===== src/hw/rtl/assert_macros.svh =====
// Assertion macros used by the top-level RTL file of the ellipse rasterizer.
`ifndef ASSERT_MACROS_SVH
`define ASSERT_MACROS_SVH

// Same-cycle implication, checked only while the reset is released.
`define MER_ASSERT_NOW(label, clk, rstn, ante, cons) \
    label: assert property (@(posedge clk) disable iff (!(rstn)) (ante) |-> (cons)) \
        else $error("same-cycle check failed");

// Next-cycle implication, checked only while the reset is released.
`define MER_ASSERT_NEXT(label, clk, rstn, ante, cons) \
    label: assert property (@(posedge clk) disable iff (!(rstn)) (ante) |=> (cons)) \
        else $error("next-cycle check failed");

`endif


===== src/hw/rtl/mer_pkg.sv =====
// Shared types and constants of the midpoint ellipse rasterizer.
`default_nettype none
package mer_pkg;

    localparam int COORD_BITS_DEF  = 12;
    localparam int RADIUS_BITS_DEF = 10;

    localparam logic [1:0] LAST_PT = 2'd3;

    typedef enum logic [4:0] {
        OP_NONE,
        OP_LOAD,
        OP_SQ_RX,
        OP_SQ_RY,
        OP_RX2_RY,
        OP_INIT1,
        OP_ROUND,
        OP_R1_MOVE,
        OP_R1_DEC,
        OP_SQ_TX,
        OP_MUL_TX2,
        OP_SQ_TY,
        OP_MUL_TY2,
        OP_MUL_RR,
        OP_ACC_SUB,
        OP_R2_MOVE,
        OP_R2_DEC
    } t_op;

    typedef enum logic [4:0] {
        ST_IDLE,
        ST_SQ_RX,
        ST_SQ_RY,
        ST_RX2_RY,
        ST_INIT1,
        ST_ROUND1,
        ST_R1_MOVE,
        ST_R1_DEC,
        ST_SQ_TX,
        ST_MUL_TX2,
        ST_SQ_TY,
        ST_MUL_TY2,
        ST_MUL_RR,
        ST_ACC_SUB,
        ST_ROUND2,
        ST_R2_MOVE,
        ST_R2_DEC,
        ST_EMIT
    } t_state;

    typedef struct packed {
        t_op        op;
        logic [1:0] pt;
    } t_dp_cmd;

    typedef struct packed {
        logic in_r1;
        logic in_r2;
        logic shape_done;
    } t_dp_status;

endpackage
`default_nettype wire


===== src/hw/rtl/mer_datapath.sv =====
// Datapath of the ellipse rasterizer: shared multiplier, slopes, decision and point output.
`default_nettype none
module mer_datapath #(
    parameter int COORD_BITS  = mer_pkg::COORD_BITS_DEF,
    parameter int RADIUS_BITS = mer_pkg::RADIUS_BITS_DEF
) (
    input  wire logic                          i_clk,
    input  wire logic                          i_rst_n,
    input  wire mer_pkg::t_dp_cmd              i_cmd,
    input  wire logic signed [COORD_BITS-1:0]  i_center_x,
    input  wire logic signed [COORD_BITS-1:0]  i_center_y,
    input  wire logic        [RADIUS_BITS-1:0] i_radius_x,
    input  wire logic        [RADIUS_BITS-1:0] i_radius_y,
    output mer_pkg::t_dp_status                o_status,
    output logic signed [COORD_BITS:0]         o_pixel_x,
    output logic signed [COORD_BITS:0]         o_pixel_y
);

    localparam int R       = RADIUS_BITS;
    localparam int XW      = R + 1;
    localparam int TX_W    = R + 2;
    localparam int SQ_W    = 2 * R;
    localparam int MB_W    = 2 * R + 4;
    localparam int PROD_W  = 4 * R + 4;
    localparam int SLOPE_W = 3 * R + 3;
    localparam int DEC_W   = 4 * R + 7;
    localparam int SUM_W   = ((COORD_BITS > XW) ? COORD_BITS : XW) + 1;

    logic signed [COORD_BITS-1:0] r_cx, r_cy;
    logic        [R-1:0]          r_rx, r_ry;
    logic        [SQ_W-1:0]       r_rx2, r_ry2;
    logic        [XW-1:0]         r_x;
    logic        [R-1:0]          r_y;
    logic signed [SLOPE_W-1:0]    r_px, r_py;
    logic signed [DEC_W-1:0]      r_dec, r_acc;
    logic        [PROD_W-1:0]     r_prod;
    logic                         r_r2;

    logic [SQ_W-1:0]   mul_a;
    logic [MB_W-1:0]   mul_b;
    logic [PROD_W-1:0] prod_full;
    logic [TX_W-1:0]   tx;
    logic [R-1:0]      ty;

    logic signed [SLOPE_W-1:0] ry2_x2, rx2_x2, py_init;
    logic signed [DEC_W-1:0]   ry2_d, rx2_d, px_d, py_d, prod_d, prod_x4;
    logic signed [DEC_W-1:0]   init1_sum, rounded;
    logic        [DEC_W-1:0]   mag, quarter;
    logic                      d_neg, d_pos;

    logic signed [SUM_W-1:0]   cx_s, cy_s, x_s, y_s, sum_x, sum_y;

    assign tx = {r_x, 1'b0} + TX_W'(1);
    assign ty = r_y - R'(1);

    always_comb begin
        mul_a = '0;
        mul_b = '0;
        unique case (i_cmd.op)
            mer_pkg::OP_SQ_RX: begin
                mul_a = {{(SQ_W-R){1'b0}}, r_rx};
                mul_b = {{(MB_W-R){1'b0}}, r_rx};
            end
            mer_pkg::OP_SQ_RY: begin
                mul_a = {{(SQ_W-R){1'b0}}, r_ry};
                mul_b = {{(MB_W-R){1'b0}}, r_ry};
            end
            mer_pkg::OP_RX2_RY: begin
                mul_a = r_rx2;
                mul_b = {{(MB_W-R){1'b0}}, r_ry};
            end
            mer_pkg::OP_SQ_TX: begin
                mul_a = {{(SQ_W-TX_W){1'b0}}, tx};
                mul_b = {{(MB_W-TX_W){1'b0}}, tx};
            end
            mer_pkg::OP_MUL_TX2: begin
                mul_a = r_ry2;
                mul_b = r_prod[MB_W-1:0];
            end
            mer_pkg::OP_SQ_TY: begin
                mul_a = {{(SQ_W-R){1'b0}}, ty};
                mul_b = {{(MB_W-R){1'b0}}, ty};
            end
            mer_pkg::OP_MUL_TY2: begin
                mul_a = r_rx2;
                mul_b = r_prod[MB_W-1:0];
            end
            mer_pkg::OP_MUL_RR: begin
                mul_a = r_rx2;
                mul_b = {{(MB_W-SQ_W){1'b0}}, r_ry2};
            end
            default: begin
                mul_a = '0;
                mul_b = '0;
            end
        endcase
    end

    assign prod_full = {{(PROD_W-SQ_W){1'b0}}, mul_a} * {{(PROD_W-MB_W){1'b0}}, mul_b};

    assign ry2_x2  = {{(SLOPE_W-SQ_W-1){1'b0}}, r_ry2, 1'b0};
    assign rx2_x2  = {{(SLOPE_W-SQ_W-1){1'b0}}, r_rx2, 1'b0};
    assign py_init = {{(SLOPE_W-3*R-1){1'b0}}, r_prod[3*R-1:0], 1'b0};

    assign ry2_d   = {{(DEC_W-SQ_W){1'b0}}, r_ry2};
    assign rx2_d   = {{(DEC_W-SQ_W){1'b0}}, r_rx2};
    assign px_d    = {{(DEC_W-SLOPE_W){r_px[SLOPE_W-1]}}, r_px};
    assign py_d    = {{(DEC_W-SLOPE_W){r_py[SLOPE_W-1]}}, r_py};
    assign prod_d  = {{(DEC_W-PROD_W){1'b0}}, r_prod};
    assign prod_x4 = {{(DEC_W-PROD_W-2){1'b0}}, r_prod, 2'b00};

    // 4*ry^2 - 4*rx^2*ry + rx^2, a quarter-unit value rounded afterwards.
    assign init1_sum = {{(DEC_W-SQ_W-2){1'b0}}, r_ry2, 2'b00}
                     - {{(DEC_W-3*R-2){1'b0}}, r_prod[3*R-1:0], 2'b00}
                     + rx2_d;

    // Quarter rounded to nearest, halves away from zero.
    assign mag     = r_acc[DEC_W-1] ? DEC_W'(-r_acc) : DEC_W'(r_acc);
    assign quarter = (mag + DEC_W'(2)) >> 2;
    assign rounded = r_acc[DEC_W-1] ? -$signed(quarter) : $signed(quarter);

    assign d_neg = r_dec[DEC_W-1];
    assign d_pos = !r_dec[DEC_W-1] && (r_dec != '0);

    always_ff @(posedge i_clk) begin
        if (!i_rst_n) begin
            r_y  <= '0;
            r_r2 <= 1'b0;
        end else begin
            unique case (i_cmd.op)
                mer_pkg::OP_LOAD: begin
                    r_y  <= i_radius_y;
                    r_r2 <= 1'b0;
                end
                mer_pkg::OP_R1_MOVE: begin
                    if (!d_neg) begin
                        r_y <= r_y - R'(1);
                    end
                end
                mer_pkg::OP_SQ_TX: begin
                    r_r2 <= 1'b1;
                end
                mer_pkg::OP_R2_MOVE: begin
                    r_y <= r_y - R'(1);
                end
                default: begin
                end
            endcase
        end
    end

    always_ff @(posedge i_clk) begin
        r_prod <= prod_full;
        unique case (i_cmd.op)
            mer_pkg::OP_LOAD: begin
                r_cx <= i_center_x;
                r_cy <= i_center_y;
                r_rx <= i_radius_x;
                r_ry <= i_radius_y;
                r_x  <= '0;
                r_px <= '0;
            end
            mer_pkg::OP_SQ_RY:  r_rx2 <= r_prod[SQ_W-1:0];
            mer_pkg::OP_RX2_RY: r_ry2 <= r_prod[SQ_W-1:0];
            mer_pkg::OP_INIT1: begin
                r_py  <= py_init;
                r_acc <= init1_sum;
            end
            mer_pkg::OP_ROUND:  r_dec <= rounded;
            mer_pkg::OP_R1_MOVE: begin
                r_x  <= r_x + XW'(1);
                r_px <= r_px + ry2_x2;
                if (!d_neg) begin
                    r_py <= r_py - rx2_x2;
                end
            end
            mer_pkg::OP_R1_DEC: begin
                if (d_neg) begin
                    r_dec <= r_dec + ry2_d + px_d;
                end else begin
                    r_dec <= r_dec + ry2_d + px_d - py_d;
                end
            end
            mer_pkg::OP_SQ_TY:   r_acc <= prod_d;
            mer_pkg::OP_MUL_RR:  r_acc <= r_acc + prod_x4;
            mer_pkg::OP_ACC_SUB: r_acc <= r_acc - prod_x4;
            mer_pkg::OP_R2_MOVE: begin
                r_py <= r_py - rx2_x2;
                if (!d_pos) begin
                    r_x  <= r_x + XW'(1);
                    r_px <= r_px + ry2_x2;
                end
            end
            mer_pkg::OP_R2_DEC: begin
                if (d_pos) begin
                    r_dec <= r_dec + rx2_d - py_d;
                end else begin
                    r_dec <= r_dec + rx2_d - py_d + px_d;
                end
            end
            default: begin
            end
        endcase
    end

    assign o_status.in_r1      = !r_r2 && (r_px < r_py);
    assign o_status.in_r2      = r_r2;
    assign o_status.shape_done = (r_y == '0);

    assign cx_s  = {{(SUM_W-COORD_BITS){r_cx[COORD_BITS-1]}}, r_cx};
    assign cy_s  = {{(SUM_W-COORD_BITS){r_cy[COORD_BITS-1]}}, r_cy};
    assign x_s   = {{(SUM_W-XW){1'b0}}, r_x};
    assign y_s   = {{(SUM_W-R){1'b0}}, r_y};
    assign sum_x = i_cmd.pt[0] ? (cx_s - x_s) : (cx_s + x_s);
    assign sum_y = i_cmd.pt[1] ? (cy_s - y_s) : (cy_s + y_s);

    assign o_pixel_x = sum_x[COORD_BITS:0];
    assign o_pixel_y = sum_y[COORD_BITS:0];

endmodule
`default_nettype wire


===== src/hw/rtl/mer_ctrl.sv =====
// Controller of the ellipse rasterizer: sequences setup, iterations and point output.
`default_nettype none
module mer_ctrl (
    input  wire logic                i_clk,
    input  wire logic                i_rst_n,
    input  wire logic                i_valid,
    input  wire logic                i_mode,
    output logic                     o_stall,
    output logic                     o_valid,
    input  wire logic                i_stall,
    output logic                     o_last_of_step,
    output logic                     o_shape_finished,
    input  wire mer_pkg::t_dp_status i_status,
    output mer_pkg::t_dp_cmd         o_cmd
);

    mer_pkg::t_state r_state, n_state;
    logic [1:0]      r_pt, n_pt;

    always_ff @(posedge i_clk) begin
        if (!i_rst_n) begin
            r_state <= mer_pkg::ST_IDLE;
            r_pt    <= '0;
        end else begin
            r_state <= n_state;
            r_pt    <= n_pt;
        end
    end

    always_comb begin
        n_state = r_state;
        unique case (r_state)
            mer_pkg::ST_IDLE: begin
                if (i_valid) begin
                    // An advance request with no ellipse in progress is dropped.
                    priority if (!i_mode) begin
                        n_state = mer_pkg::ST_SQ_RX;
                    end else if (i_status.shape_done) begin
                        n_state = mer_pkg::ST_IDLE;
                    end else if (i_status.in_r1) begin
                        n_state = mer_pkg::ST_R1_MOVE;
                    end else if (!i_status.in_r2) begin
                        n_state = mer_pkg::ST_SQ_TX;
                    end else begin
                        n_state = mer_pkg::ST_R2_MOVE;
                    end
                end
            end
            mer_pkg::ST_SQ_RX:   n_state = mer_pkg::ST_SQ_RY;
            mer_pkg::ST_SQ_RY:   n_state = mer_pkg::ST_RX2_RY;
            mer_pkg::ST_RX2_RY:  n_state = mer_pkg::ST_INIT1;
            mer_pkg::ST_INIT1:   n_state = mer_pkg::ST_ROUND1;
            mer_pkg::ST_ROUND1:  n_state = mer_pkg::ST_EMIT;
            mer_pkg::ST_R1_MOVE: n_state = mer_pkg::ST_R1_DEC;
            mer_pkg::ST_R1_DEC:  n_state = mer_pkg::ST_EMIT;
            mer_pkg::ST_SQ_TX:   n_state = mer_pkg::ST_MUL_TX2;
            mer_pkg::ST_MUL_TX2: n_state = mer_pkg::ST_SQ_TY;
            mer_pkg::ST_SQ_TY:   n_state = mer_pkg::ST_MUL_TY2;
            mer_pkg::ST_MUL_TY2: n_state = mer_pkg::ST_MUL_RR;
            mer_pkg::ST_MUL_RR:  n_state = mer_pkg::ST_ACC_SUB;
            mer_pkg::ST_ACC_SUB: n_state = mer_pkg::ST_ROUND2;
            mer_pkg::ST_ROUND2:  n_state = mer_pkg::ST_R2_MOVE;
            mer_pkg::ST_R2_MOVE: n_state = mer_pkg::ST_R2_DEC;
            mer_pkg::ST_R2_DEC:  n_state = mer_pkg::ST_EMIT;
            mer_pkg::ST_EMIT: begin
                if (!i_stall && (r_pt == mer_pkg::LAST_PT)) begin
                    n_state = mer_pkg::ST_IDLE;
                end
            end
            default: n_state = mer_pkg::ST_IDLE;
        endcase
    end

    // The point index wraps back to zero after the fourth point.
    always_comb begin
        n_pt = r_pt;
        if ((r_state == mer_pkg::ST_EMIT) && !i_stall) begin
            n_pt = r_pt + 2'd1;
        end
    end

    always_comb begin
        o_cmd.pt = r_pt;
        unique case (r_state)
            mer_pkg::ST_IDLE: begin
                o_cmd.op = (i_valid && !i_mode) ? mer_pkg::OP_LOAD : mer_pkg::OP_NONE;
            end
            mer_pkg::ST_SQ_RX:   o_cmd.op = mer_pkg::OP_SQ_RX;
            mer_pkg::ST_SQ_RY:   o_cmd.op = mer_pkg::OP_SQ_RY;
            mer_pkg::ST_RX2_RY:  o_cmd.op = mer_pkg::OP_RX2_RY;
            mer_pkg::ST_INIT1:   o_cmd.op = mer_pkg::OP_INIT1;
            mer_pkg::ST_ROUND1:  o_cmd.op = mer_pkg::OP_ROUND;
            mer_pkg::ST_R1_MOVE: o_cmd.op = mer_pkg::OP_R1_MOVE;
            mer_pkg::ST_R1_DEC:  o_cmd.op = mer_pkg::OP_R1_DEC;
            mer_pkg::ST_SQ_TX:   o_cmd.op = mer_pkg::OP_SQ_TX;
            mer_pkg::ST_MUL_TX2: o_cmd.op = mer_pkg::OP_MUL_TX2;
            mer_pkg::ST_SQ_TY:   o_cmd.op = mer_pkg::OP_SQ_TY;
            mer_pkg::ST_MUL_TY2: o_cmd.op = mer_pkg::OP_MUL_TY2;
            mer_pkg::ST_MUL_RR:  o_cmd.op = mer_pkg::OP_MUL_RR;
            mer_pkg::ST_ACC_SUB: o_cmd.op = mer_pkg::OP_ACC_SUB;
            mer_pkg::ST_ROUND2:  o_cmd.op = mer_pkg::OP_ROUND;
            mer_pkg::ST_R2_MOVE: o_cmd.op = mer_pkg::OP_R2_MOVE;
            mer_pkg::ST_R2_DEC:  o_cmd.op = mer_pkg::OP_R2_DEC;
            default:             o_cmd.op = mer_pkg::OP_NONE;
        endcase
    end

    assign o_stall          = (r_state != mer_pkg::ST_IDLE);
    assign o_valid          = (r_state == mer_pkg::ST_EMIT);
    assign o_last_of_step   = (r_pt == mer_pkg::LAST_PT);
    assign o_shape_finished = (r_pt == mer_pkg::LAST_PT) && i_status.shape_done;

endmodule
`default_nettype wire


===== src/hw/rtl/midpoint_ellipse_rasterizer_unit.sv =====
// Top level of the midpoint ellipse rasterizer.
// Usage:
//   Input channel (i_valid / o_stall) takes one request at a time. A request with
//   i_mode low starts a new ellipse from the center and radii fields; a request with
//   i_mode high advances the running ellipse by one midpoint iteration.
//   Output channel (o_valid / i_stall) gives four points per request, in the order
//   (+x,+y), (-x,+y), (+x,-y), (-x,-y); o_last_of_step marks the fourth, and
//   o_shape_finished also marks it when the ellipse has reached y equal to zero.
// Steps from the accepting edge to the first point, with one shared multiplier
// and one decision register doing the work:
//   a start request passes SQ_RX, SQ_RY, RX2_RY, INIT1 and ROUND1; a region-1
//   iteration passes R1_MOVE and R1_DEC, a region-2 iteration R2_MOVE and R2_DEC;
//   the first region-2 iteration recomputes the decision value before them through
//   five products (SQ_TX to MUL_RR), ACC_SUB and ROUND2. The four points then follow
//   in EMIT. An advance request with no ellipse running is taken and gives no points.
// o_stall is high while a request is in work or its points are being delivered.
// A stalled output holds its point unchanged until it is taken.
// Reset (synchronous, active low) returns to idle with no ellipse in progress.
`default_nettype none
`include "assert_macros.svh"
module midpoint_ellipse_rasterizer_unit #(
    parameter int COORD_BITS  = mer_pkg::COORD_BITS_DEF,
    parameter int RADIUS_BITS = mer_pkg::RADIUS_BITS_DEF
) (
    input  wire logic                          i_clk,
    input  wire logic                          i_rst_n,
    input  wire logic                          i_valid,
    output logic                               o_stall,
    input  wire logic                          i_mode,
    input  wire logic signed [COORD_BITS-1:0]  i_center_x,
    input  wire logic signed [COORD_BITS-1:0]  i_center_y,
    input  wire logic        [RADIUS_BITS-1:0] i_radius_x,
    input  wire logic        [RADIUS_BITS-1:0] i_radius_y,
    output logic                               o_valid,
    input  wire logic                          i_stall,
    output logic signed [COORD_BITS:0]         o_pixel_x,
    output logic signed [COORD_BITS:0]         o_pixel_y,
    output logic                               o_last_of_step,
    output logic                               o_shape_finished
);

    mer_pkg::t_dp_cmd    cmd;
    mer_pkg::t_dp_status status;

    mer_ctrl u_ctrl (
        .i_clk            (i_clk),
        .i_rst_n          (i_rst_n),
        .i_valid          (i_valid),
        .i_mode           (i_mode),
        .o_stall          (o_stall),
        .o_valid          (o_valid),
        .i_stall          (i_stall),
        .o_last_of_step   (o_last_of_step),
        .o_shape_finished (o_shape_finished),
        .i_status         (status),
        .o_cmd            (cmd)
    );

    mer_datapath #(
        .COORD_BITS  (COORD_BITS),
        .RADIUS_BITS (RADIUS_BITS)
    ) u_datapath (
        .i_clk      (i_clk),
        .i_rst_n    (i_rst_n),
        .i_cmd      (cmd),
        .i_center_x (i_center_x),
        .i_center_y (i_center_y),
        .i_radius_x (i_radius_x),
        .i_radius_y (i_radius_y),
        .o_status   (status),
        .o_pixel_x  (o_pixel_x),
        .o_pixel_y  (o_pixel_y)
    );

    // Points are only delivered while no new request can enter.
    `MER_ASSERT_NOW(a_valid_blocks_input, i_clk, i_rst_n, o_valid, o_stall)

    // A finished shape is only flagged on the closing point of a step.
    `MER_ASSERT_NOW(a_finish_on_last, i_clk, i_rst_n, o_valid && o_shape_finished,
        o_last_of_step)

    // After the closing point is taken, the block returns to idle.
    `MER_ASSERT_NEXT(a_idle_after_last, i_clk, i_rst_n,
        o_valid && !i_stall && o_last_of_step, !o_valid && !o_stall)

    // A start request always keeps the block busy in the next cycle.
    `MER_ASSERT_NEXT(a_start_goes_busy, i_clk, i_rst_n, i_valid && !o_stall && !i_mode,
        o_stall && !o_valid)

endmodule
`default_nettype wire


===== config.mk =====
export PLATFORM = sky130hd
export DESIGN_NAME = midpoint_ellipse_rasterizer_unit
export DESIGN_NICKNAME = d
export VERILOG_FILES = /design/src/hw/rtl/mer_pkg.sv /design/src/hw/rtl/mer_datapath.sv /design/src/hw/rtl/mer_ctrl.sv /design/src/hw/rtl/midpoint_ellipse_rasterizer_unit.sv
export VERILOG_INCLUDE_DIRS = /design/src /design/src/hw/rtl
export SDC_FILE = /design/constraint.sdc
export NUM_CORES = 2
export LEC_CHECK = 0
export BUFFER_PORTS_ARGS = -buffer_cell sky130_fd_sc_hd__buf_2
export CORE_ASPECT_RATIO = 0.5
export CORE_UTILIZATION = 50
export CTS_CLUSTER_SIZE = 14
export DETAILED_ROUTE_END_ITERATION = 16
export PLACE_DENSITY = 0.66
export SLEW_MARGIN = 20
export SYNTH_ARGS = -nofsm -noshare
export SYNTH_HDL_FRONTEND = slang
export SYNTH_HIERARCHICAL = 1
export SYNTH_SLANG_ARGS = --single-unit

===== constraint.sdc =====
create_clock -name i_clk -period 21.8 [get_ports i_clk]
set_input_delay 4.36 -clock i_clk [delete_from_list [all_inputs] [get_ports i_clk]]
set_output_delay 4.36 -clock i_clk [all_outputs]
set_load 0.005 [all_outputs]

# --- After elaboration in Yosys (flattened, before gate mapping) ---
# Index checks and enable logic that the tools add are counted.
op_classes:
  addsub: 23
  mul: 1
  order_cmp: 1
  n_eq_ne: 38
  n_mux: 28
  n_reduce_logical: 28
ops:
  columns: ["operator", "n"]
  rows:
  - ["33-bit case mux with 3 select lines", 2]
  - ["47-bit 2-to-1 mux", 4]
  - ["47-bit case mux with 4 select lines", 1]
  - ["5-bit case mux with 16 select lines", 2]
  - ["24-bit case mux with 6 select lines", 1]
  - ["47-bit case mux with 3 select lines", 1]
  - ["20-bit case mux with 6 select lines", 1]
  - ["47-bit by 21-bit adder with 47-bit output", 2]
  - ["47-bit by 33-bit adder with 47-bit output", 2]
  - ["47-bit by 33-bit subtractor with 47-bit output", 2]
  - ["5-bit by 4-bit == test with 1-bit output, second input constant", 16]
  - ["33-bit 2-to-1 mux", 2]
  - ["47-bit by 2-bit adder with 47-bit output, second input constant", 1]
  - ["47-bit by 20-bit adder with 47-bit output", 1]
  - ["47-bit adder", 1]
  - ["45-bit negation with 47-bit output", 1]
  - ["47-bit negation", 1]
  - ["47-bit nonzero test", 1]
  - ["47-bit subtractor", 1]
  - ["20-bit by 24-bit multiplier with 44-bit output", 1]
  - ["5-bit by 3-bit == test with 1-bit output, second input constant", 8]
  - ["33-bit by 22-bit adder with 33-bit output", 1]
  - ["33-bit less-than comparator", 1]
  - ["11-bit case mux with 3 select lines", 1]
  - ["35 further kinds", 64]
totals:
  regBits: 317
  inputBits: 49
  output_inout_bits: 30
  word_cells: 135

# --- Logic depth before layout (Yosys ltp) ---
logic_depth:
  depth_word: 8
  depth_mapped: 43
  mapped_depth_nobuf: 39

# --- Cells and area by module ---
# Netlist, hierarchy kept.
by_module_without_submodules:
  columns: ["mod", "n_inst", "cells_per_inst", "area_per_inst_um2", "seq_area_each_um2"]
  rows:
  - ["mer_datapath", 1, 6314, 52603.0, 8698.3]
  - ["mer_ctrl", 1, 67, 523.0, 140.1]

# --- Worst setup path after synthesis ---
# OpenSTA, ideal clock, no wires.
synth_path:
  path_type: "input -> register"
  start: "input port i_mode"
  end: "register u_datapath.r_prod[43]"
  setup_ns: 0.121
  arrival_ns: 13.668
  required_ns: 21.679
  path_slack_ns: 8.011
  stages: 40
  path_buffers: 3
  path_cell_list: "inv_1 -> a2111oi_0 -> a311o_1 -> a21oi_1 -> clkbuf_1 -> nor2b_1 -> and3_1 -> clkbuf_1 -> a222oi_1 -> nand2_1 -> clkbuf_1 -> nand2_1 -> fa_1 -> inv_1 -> fa_1 -> inv_1 -> fa_1 -> inv_1 -> [... 4 more ...] -> fa_1 -> inv_1 -> fa_1 -> inv_1 -> ha_1 -> a21o_1 -> a21o_1 -> a21o_1 -> a21o_1 -> a21o_1 -> a22oi_1 -> a21oi_1 -> a211oi_1 -> o41ai_1 -> a21oi_1 -> o31ai_1 -> a21oi_1 -> xnor2_1"
synth_rtl:
  columns: ["item", "line_no", "text"]
  rows:
  - ["start: declaration", "midpoint_ellipse_rasterizer_unit.sv:29", "input wire logic i_mode,"]
  - ["end signal: assignment", "mer_datapath.sv:153", "r_prod <= prod_full;"]
  - ["end: declaration", "mer_datapath.sv:36", "logic [PROD_W-1:0] r_prod;"]

==> impl_metrics.toml <==
[placement]
dp_cells = 7715
pre_cts_ws_ns = 6.64
routabilityCongestion = 0.981
dp_hpwl_microns = 141000
port_buffers = 78

[floorplan]
start_util_pct = 50.5
ioPinCount = 79
rows = 84
die_w_microns = 463
core_area_sq_um = 105000
die_area_sq_um = 108000
die_h_microns = 232

[yosys]
synthCells = 6381
seq_area_frac_synth_pct = 16.6
synth-edff-count = 253
async_flop_share_pct = 0
syn_nets = 7443
synth_cell_types = 106
synth_warnings = 6
ys.flop_type = "edfxtp_1"
synth_area_per_cell_sq_um = 8.33
netlist_area_sq_um = 53100
synth_seq_cells = 315

[cells_and_area]
final_nets = 7398
fill_cells = 9775
final_cells = 7787
drive_above_1_share_pct = 4.96
syn_to_final_growth_pct = 6.00

[global_routing]
grt_pass1_wl_microns = 271000
grt_usage_pct = 32.2
grt_overflow = 0
grt_max_degree = 87
antenna_found_initial = 4
grt_pass1_vias = 46900

[clocking]
clock_latency_ns = 0.65
clock_path_buffers = 3
cts_hold_buf = 0
cts_tree = "yes"
clock_sinks = 315
cts_resized = 0
postCtsSetupBuffers = 0
cts_buffers = 38
clock-root-buffer = "clkbuf_16"
path_clk_slew_ns = 0.06
h-tree-depth = 2

[detailed_routing]
via_per_inst = 6.18
wirelength_microns = 176000
drt_iter0_markers = 4803
dr.pass1.iters = 6
wl_per_cell_microns = 22.6
final_antenna_net_count = 0
num_vias = 48100
drc = 0

[status]
status = "completed"

[timing]
whs_ns = 0.575
fin_setup_tns_ns = 0
max_freq_ghz = 0.0679
fin_crit_sh_pct = 67.5
setup_violations = 0
rsz0062_at_grt = "false"
finalHoldViolCount = 0
tightest_slew_ns = 1.22
setup_slack_ns = 7.08
maxSlewHeadroom_pct = 18.7
drv_slew = 0
clock-skew-final_ns = 0.0528
period_needed_ns = 14.72

[setup_path]
path_class = "in -> reg"
cpMaxStageDelayCell = "o41ai_1"
cp_max_fo = 21
start_kind = "input pin"
critPathRequiredTime_ns = 22.29
end_kind = "flip-flop"
max_stage_delay_ns = 0.95
cp_data_arrival_time_ns = 15.21
cp_common_cell = "inv_1"

[min_path]
hold_class = "reg -> reg"

[run]
maxCapViolCount = 0
## Yosys cell counts, drive strengths merged, types with 49 or more instances
cell type | instances | area (sq um)
a21o | 159 | 1190
a21oi | 359 | 1800
a22oi | 57 | 428
a31oi | 59 | 375
and2 | 52 | 325
and3 | 49 | 307
clkbuf | 211 | 792
dfxtp | 62 | 1240
edfxtp | 253 | 7600
fa | 440 | 8810
ha | 573 | 7170
inv | 733 | 2750
nand2 | 615 | 2310
nand2b | 94 | 591
nand3 | 119 | 606
nand4 | 60 | 388
nor2 | 598 | 2240
nor2b | 66 | 413
nor3 | 118 | 618
nor4 | 70 | 553
o21a | 55 | 413
o21ai | 329 | 1650
o31ai | 59 | 443
or3 | 51 | 319
xnor2 | 340 | 2980
xor2 | 200 | 1760
## metal layers
| metal | vias to the layer above | part of all wire [%] | global-route usage, % |
|---|---|---|---|
| met5 | - | 0.0057 | 0 |
| met4 | 2 | 2.8 | 9.04 |
| met3 | 306 | 11 | 7.04 |
| met2 | 2151 | 42 | 48.6 |
| met1 | 23500 | 45 | 46.0 |
| li1 | 22100 | - | - |
## placed cells by master, fill, tap and decap left out, types with 93 or more instances in the layout
master	n
nand2b_1	93
xor2_1	199
inv_1	731
o21ai_0	323
edfxtp_1	253
nor2_1	596
nand2_1	613
a21o_1	159
xnor2_1	340
fa_1	440
nor3_1	113
nand3_1	116
ha_1	573
a21oi_1	357
## through the flow
step,cell area [sq um],util (%)
final,56300,53.5
after global routing,56300,53.5
after CTS,56300,53.5
after detailed placement,55000,52.3
after global placement,55000,52.3
after floorplan,53100,-
## kinds of logic after synthesis
group                      Yosys count  share of synthesized area (%)
AOI/OAI and AO/OA                 1493                           18.6
xor gates and xnor gates           541                           8.96
adders and majority gates         1013                           30.1
buffers and inverters              977                           7.00
DFF                                315                           16.6
muxes                               36                          0.688
and+or+nand+nor                   2006                           18.0
## worst paths after layout
kind / from / cells after the start / slack [ns] / endpoint
setup / recovery: i_mode / 40 / 7.08 / u_datapath/r_prod[41]$_DFF_P_
hold / removal: u_datapath/r_y[1]$_SDFFE_PN0P_ / 1 / 0.57 / u_datapath/r_y[1]$_SDFFE_PN0P_
setup reg to reg: u_ctrl/r_state[0]$_SDFFE_PN0P_ / 39 / 10.03 / u_datapath/r_prod[41]$_DFF_P_
hold reg to reg: u_datapath/r_y[1]$_SDFFE_PN0P_ / 1 / 0.57 / u_datapath/r_y[1]$_SDFFE_PN0P_
## flip-flops by register name, indices dropped and copies added (netlist names)
register and flops:
u_datapath/r_cx 12, u_datapath/r_r2 1, u_datapath/r_py 32, u_ctrl/r_state 5, u_datapath/r_rx 10, u_datapath/r_acc 47
u_datapath/r_px 32, u_datapath/r_dec 47, u_datapath/r_cy 12, u_datapath/r_rx2 20, u_datapath/r_x 11, u_datapath/r_ry 10
u_ctrl/r_pt 2, u_datapath/r_y 10, u_datapath/r_ry2 20, u_datapath/r_prod 44
## worst max-delay path: cells and delay by family
| family | cells | cell delay (ns) |
|---|---|---|
| buffers and inverters | 10 | 0.74 |
| adders and majority gates | 8 | 3.88 |
| AOI/OAI and AO/OA | 16 | 3.83 |
| xor gates and xnor gates | 1 | 0.13 |
| and+or+nand+nor | 5 | 2.24 |
## cell type report
class / count / area, sq um / area share [%]
Antenna cell: 3 / 7.51 / 0.0133
Clock buffer: 49 / 1020 / 1.82
Clock inverter: 20 / 240 / 0.427
Inverter: 733 / 2750 / 4.89
Multi-Input combinational cell: 5089 / 40700 / 72.2
Sequential cell: 315 / 8840 / 15.7
Tap cell: 1419 / 1780 / 3.15
Timing Repair Buffer: 159 / 998 / 1.77
Power is left out: the tool's default activity adds up to more than one toggle a clock period on the data nets, which glitch-free logic cannot reach.
